**src/sv/hndm_pkg.sv**
```systemverilog
// Types, sizes and helper functions for the Hamming descriptor matcher.
`default_nettype none

package hndm_pkg;

	localparam int TABLE_DEPTH      = 256;
	localparam int DESCRIPTOR_WORDS = 8;

	localparam int LANE_COUNT     = 4;
	localparam int LANE_W         = 64;
	localparam int WORD_W         = 32;
	localparam int DESC_W         = LANE_COUNT * LANE_W;
	localparam int CARRIED_WORDS  = DESC_W / WORD_W;
	localparam int COMPARED_WORDS = (DESCRIPTOR_WORDS < CARRIED_WORDS) ?
	                                DESCRIPTOR_WORDS : CARRIED_WORDS;

	localparam int SLOT_W  = 8;
	localparam int COUNT_W = 9;
	localparam int DIST_W  = 9;
	localparam int WPOP_W  = 6;
	localparam int IDX_W   = (TABLE_DEPTH > 1) ? $clog2(TABLE_DEPTH) : 1;
	localparam int CNT_W   = $clog2(TABLE_DEPTH + 1);

	localparam int QUEUE_DEPTH = 2;
	localparam int QPTR_W      = (QUEUE_DEPTH > 1) ? $clog2(QUEUE_DEPTH) : 1;
	localparam int QCNT_W      = $clog2(QUEUE_DEPTH + 1);

	localparam logic KIND_QUERY = 1'b1;

	typedef struct packed {
		logic              kind;
		logic [SLOT_W-1:0] slot;
		logic [LANE_W-1:0] bits_3;
		logic [LANE_W-1:0] bits_2;
		logic [LANE_W-1:0] bits_1;
		logic [LANE_W-1:0] bits_0;
	} in_item_t;

	typedef struct packed {
		logic [SLOT_W-1:0] query_index;
		logic [SLOT_W-1:0] best_entry;
		logic [DIST_W-1:0] match_distance;
		logic              no_match;
	} out_item_t;

	typedef enum logic {
		OP_LOAD,
		OP_QUERY
	} op_t;

	typedef struct packed {
		op_t               op;
		logic [SLOT_W-1:0] slot;
		logic [DESC_W-1:0] desc;
	} cmd_t;

	typedef struct packed {
		logic valid;
		cmd_t cmd;
	} queue_head_t;

	// SWAR popcount of one 32-bit word.
	function automatic logic [WPOP_W-1:0] word_popcount(input logic [WORD_W-1:0] v);
		logic [WORD_W-1:0] a;
		logic [WORD_W-1:0] b;
		logic [WORD_W-1:0] c;
		a = v - ((v >> 1) & 32'h5555_5555);
		b = (a & 32'h3333_3333) + ((a >> 2) & 32'h3333_3333);
		c = (b + (b >> 4)) & 32'h0F0F_0F0F;
		return WPOP_W'(c[7:0] + c[15:8] + c[23:16] + c[31:24]);
	endfunction

endpackage

`default_nettype wire

```
**src/sv/hndm_front.sv**
```systemverilog
// Front end: accepts items, classifies them and queues commands for the back end.
`default_nettype none

module hndm_front (
	input  wire                     clk,
	input  wire                     arst_n,
	input  wire                     start,
	input  hndm_pkg::in_item_t      item,
	output logic                    busy,
	input  wire                     pop,
	output hndm_pkg::queue_head_t   head
);
	import hndm_pkg::*;

	cmd_t              q_mem_q [QUEUE_DEPTH];
	logic [QPTR_W-1:0] wr_ptr_q;
	logic [QPTR_W-1:0] rd_ptr_q;
	logic [QCNT_W-1:0] cnt_q;

	cmd_t cmd;
	logic accept;
	logic keep;
	logic push;
	logic do_pop;

	assign busy   = (cnt_q == QCNT_W'(QUEUE_DEPTH));
	assign accept = start && !busy;

	// Drop loads aimed past the end of the table.
	always_comb begin
		cmd.op   = (item.kind == KIND_QUERY) ? OP_QUERY : OP_LOAD;
		cmd.slot = item.slot;
		cmd.desc = {item.bits_3, item.bits_2, item.bits_1, item.bits_0};
		keep     = (cmd.op == OP_QUERY) || (32'(item.slot) < TABLE_DEPTH);
	end

	assign push   = accept && keep;
	assign do_pop = pop && (cnt_q != '0);

	assign head.valid = (cnt_q != '0);
	assign head.cmd   = q_mem_q[rd_ptr_q];

	always_ff @(posedge clk) begin
		if (push) begin
			q_mem_q[wr_ptr_q] <= cmd;
		end
	end

	always_ff @(posedge clk or negedge arst_n) begin
		if (!arst_n) begin
			wr_ptr_q <= '0;
			rd_ptr_q <= '0;
			cnt_q    <= '0;
		end else begin
			if (push) begin
				wr_ptr_q <= (wr_ptr_q == QPTR_W'(QUEUE_DEPTH - 1)) ? '0 : wr_ptr_q + 1'b1;
			end
			if (do_pop) begin
				rd_ptr_q <= (rd_ptr_q == QPTR_W'(QUEUE_DEPTH - 1)) ? '0 : rd_ptr_q + 1'b1;
			end
			case ({push, do_pop})
				2'b10:   cnt_q <= cnt_q + 1'b1;
				2'b01:   cnt_q <= cnt_q - 1'b1;
				default: cnt_q <= cnt_q;
			endcase
		end
	end

endmodule

`default_nettype wire

```
**config.mk**
```make
export PLATFORM = sky130hd
export DESIGN_NAME = hndm_front
export DESIGN_NICKNAME = d
export VERILOG_FILES = /design/src/sv/hndm_pkg.sv /design/src/sv/hndm_front.sv
export SDC_FILE = /design/constraint.sdc
export NUM_CORES = 1
export LEC_CHECK = 0
export ABC_CLOCK_PERIOD_IN_PS = 12300
export BUFFER_PORTS_ARGS = -buffer_cell sky130_fd_sc_hd__buf_4
export CAP_MARGIN = 20
export CELL_PAD_IN_SITES_DETAIL_PLACEMENT = 1
export CELL_PAD_IN_SITES_GLOBAL_PLACEMENT = 2
export CORE_ASPECT_RATIO = 1.2
export CORE_UTILIZATION = 35
export DETAILED_ROUTE_END_ITERATION = 10
export GPL_TIMING_DRIVEN = 0
export MAX_ROUTING_LAYER = met4
export PLACE_DENSITY_LB_ADDON = 0.3
export SETUP_SLACK_MARGIN = 0.02
export SKIP_CTS_REPAIR_TIMING = 1
export SYNTH_ARGS = -nofsm -noshare
export SYNTH_HDL_FRONTEND = slang
export SYNTH_SLANG_ARGS = --single-unit
```
**constraint.sdc**
```tcl
create_clock -name clk -period 12.3 [get_ports clk]
set_input_delay 0.615 -clock clk [delete_from_list [all_inputs] [get_ports clk]]
set_output_delay 0.615 -clock clk [all_outputs]
set_load 0.005 [all_outputs]
```
==> impl_metrics.env <==
export IMPL_port_buffers=535
export IMPL_die_h_microns=266
export IMPL_r2r_start="cnt_q[0]$_DFFE_PN0P_"
export IMPL_start_kind="flip-flop"
export IMPL_routedWlPerCell_microns=21.8
export IMPL_syn_cell_area_sq_um=20400
export IMPL_crit_buf_inv=4
export IMPL_hold_violations=0
export IMPL_synthXorXnorAreaFrac_pct=0.215
export IMPL_ioPinCount=536
export IMPL_clock_tree_root_cell="clkbuf_16"
export IMPL_synthesis_instances=843
export IMPL_tritoncts="yes"
export IMPL_remaining_drc_errors=0
export IMPL_grt_pass1_wl_microns=69200
export IMPL_swShare_pct=26.7
export IMPL_relSlewSlack_pct=41.8
export IMPL_vias=9978
export IMPL_cpLargestDelayFamily="simple AND/OR/NAND/NOR gates"
export IMPL_r2r_slack_ns=9.61
export IMPL_pwr_density_cell_nw_per_um2=241
export IMPL_fin_setup_tns_ns=0
export IMPL_ant_nets=0
export IMPL_fin_skew_ns=0.0250
export IMPL_dr_wl_met2_microns=26300
export IMPL_final_nets=1721
export IMPL_crit_chain="nand2b_1, nand2_1, nor2_4, buf_12, buf_12, buf_12, buf_16"
export IMPL_ys_warn_count=0
export IMPL_die_area_sq_um=59200
export IMPL_max_cap_violations=0
export IMPL_coreArea_sq_um=57300
export IMPL_power_leakage_nw=10.9
export IMPL_gp_congestion=0.747
export IMPL_cts_sinks=534
export IMPL_max_vdd_ir_drop_mv=0.122
export IMPL_first_pass_iters=6
export IMPL_setup_ws_ns=9.61
export IMPL_combPwrFrac_pct=34.9
export IMPL_grt_max_degree=62
export IMPL_dr_wl_met3_microns=4210
export IMPL_first_iter_violations=378
export IMPL_drive_gt1_share_pct=62.2
export IMPL_h_tree_depth=2
export IMPL_crit_path_max_fanout=23
export IMPL_grt_pass1_vias=11012
export IMPL_slowest_delay_ns=0.69
export IMPL_ys_ff_latch=534
export IMPL_synth_simple_gate_area_share_pct=0.178
export IMPL_synth_adder_area_share_pct=0.0614
export IMPL_synth_mux_area_share_pct=19.1
export IMPL_cp_arrival_ns=2.97
export IMPL_highest_layer="met4"
export IMPL_grtUsageTotal_pct=16.4
export IMPL_clkLatencyLatePin_ns=0.60
export IMPL_syn_avg_cell_area_sq_um=24.2
export IMPL_overflow=0
export IMPL_outcome="finished, final reports clean"
export IMPL_synth_compound_area_share_pct=0
export IMPL_hpwl_microns=34900
export IMPL_final_min_clock_period_ns=2.69
export IMPL_path_clk_slew_ns=0.06
export IMPL_drt_total_wl_microns=48700
export IMPL_start_util_pct=35.6
export IMPL_via_per_inst=4.46
export IMPL_yosysSeqAreaShare_pct=78.6
export IMPL_die_x_microns=222
export IMPL_cts_buffer_depth=3
export IMPL_power_internal_mw=4.87
export IMPL_clock_power_share_pct=26.3
export IMPL_fin_crit_sh_pct=21.8
export IMPL_rsz0062_at_grt="false"
export IMPL_synth_top_family_by_area="multiplexers"
export IMPL_required_ns=12.58
export IMPL_crit_start="cnt_q[0]$_DFFE_PN0P_"
export IMPL_wl_met1_microns=17300
export IMPL_yosysUniqueCellTypes=18
export IMPL_rows=96
export IMPL_syn_to_final_growth_pct=35.5
export IMPL_crit_type="reg -> reg"
export IMPL_max_freq_ghz=0.372
export IMPL_min_from="item[107]"
export IMPL_worst_pin_slew_ns=0.871
export IMPL_syn_nets=1113
export IMPL_seqPwrFrac_pct=38.8
export IMPL_slew_viol_final=0
export IMPL_dp_slack_ns=9.48
export IMPL_slowest_stage="nor2_4"
export IMPL_cts_buffers=55
export IMPL_antenna_found_initial=9
export IMPL_switching_power_mw=1.78
export IMPL_hold_class="in -> reg"
export IMPL_crit_top_cell="buf_12"
export IMPL_endpoint_kind="flip-flop"
export IMPL_finalSetupViolations=0
## synth_stat cells
cell	number	area [sq um]
and3_1	1	6.26
edfxtp_1	530	15900
or2_2	1	6.26
ha_1	1	12.5
xnor2_1	3	26.3
nor2_1	2	7.51
buf_8	11	165
inv_1	1	3.75
buf_6	16	180
buf_12	1	20.0
and2_1	1	6.26
mux2_4	240	3600
nand2_1	1	3.75
mux2_2	25	282
xor2_1	2	17.5
nand2b_1	1	6.26
buf_2	2	10.0
dfrtp_1	4	100
## through the flow
stage / hold slack, ns / total power, mW / utilization [%] / std cells / area [sq um]
finish: 0.198 / 6.65 / 48.2 / 2238 / 27600
global route: 0.164 / 6.94 / 48.2 / 2238 / 27600
CTS: -0.234 / 6.76 / 48.1 / 2228 / 27600
detailed placement: 0.417 / 4.99 / 44.8 / 2128 / 25700
global placement: 0.413 / 5.08 / 44.2 / 2113 / 25300
floorplan: 0.319 / 3.97 / - / 843 / 20400
## routing by layer
metal	global-route usage, %	up-vias
met2	29.2	326
met3	6.32	70
met1	16.4	4986
li1	-	4596
met4	5.42	0
met5	-	-
## cell usage in the layout (no fill, tap or decap), drive strengths merged
master / instances
edfxtp: 530
clkinv: 22
mux2: 265
bufinv: 11
buf: 580
clkinvlp: 2
xnor2: 3
or2: 1
dfrtp: 4
clkbuf: 65
and3: 1
ha: 1
and2: 1
nor2: 2
diode: 9
nand2b: 1
inv: 1
xor2: 2
dlygate4sd3: 1
nand2: 1
## state kept, by name, indices dropped and copies added (netlist names)
register / flops
cnt_q: 2
wr_ptr_q: 1
q_mem_q: 530
rd_ptr_q: 1
## worst paths after layout
path | end | cells past startpoint
worst min-delay path | q_mem_q[0][107]$_DFFE_PP_ | 1
worst max-delay path | q_mem_q[0][43]$_DFFE_PP_ | 7
min in group asynchronous | wr_ptr_q$_DFFE_PN0P_ | 2
max in group asynchronous | cnt_q[1]$_DFFE_PN0P_ | 2
worst min register to register | cnt_q[1]$_DFFE_PN0P_ | 1
worst max register to register | q_mem_q[0][43]$_DFFE_PP_ | 7
## layout make-up
type	instances	area, sq um
Antenna cell	9	22.5
Buffer	30	375
Clock buffer	65	1460
Clock inverter	35	442
Fill cell	5350	29700
Inverter	1	3.75
Multi-Input combinational cell	278	3990
Sequential cell	534	16000
Tap cell	735	920
Timing Repair Buffer	551	4370
## cells by family (layout without fill, tap and decap cells)
kind of cell	Yosys count	after routing
other	0	9
DFF	534	534
muxes	265	265
xor gates and xnor gates	5	5
buffers and inverters	31	682
adders and majority gates	1	1
and+or+nand+nor	7	7
## power by group through the flow
| stage | clock network (mW) | logic [mW] | registers (mW) |
|---|---|---|---|
| floorplan | 0 | 1.26 | 2.71 |
| global placement | 0 | 2.27 | 2.81 |
| detailed placement | 0 | 2.37 | 2.62 |
| CTS | 1.80 | 2.38 | 2.58 |
| global route | 1.87 | 2.46 | 2.61 |
| finish | 1.75 | 2.32 | 2.58 |
No activity file was read; power rests on OpenSTA's default activity.
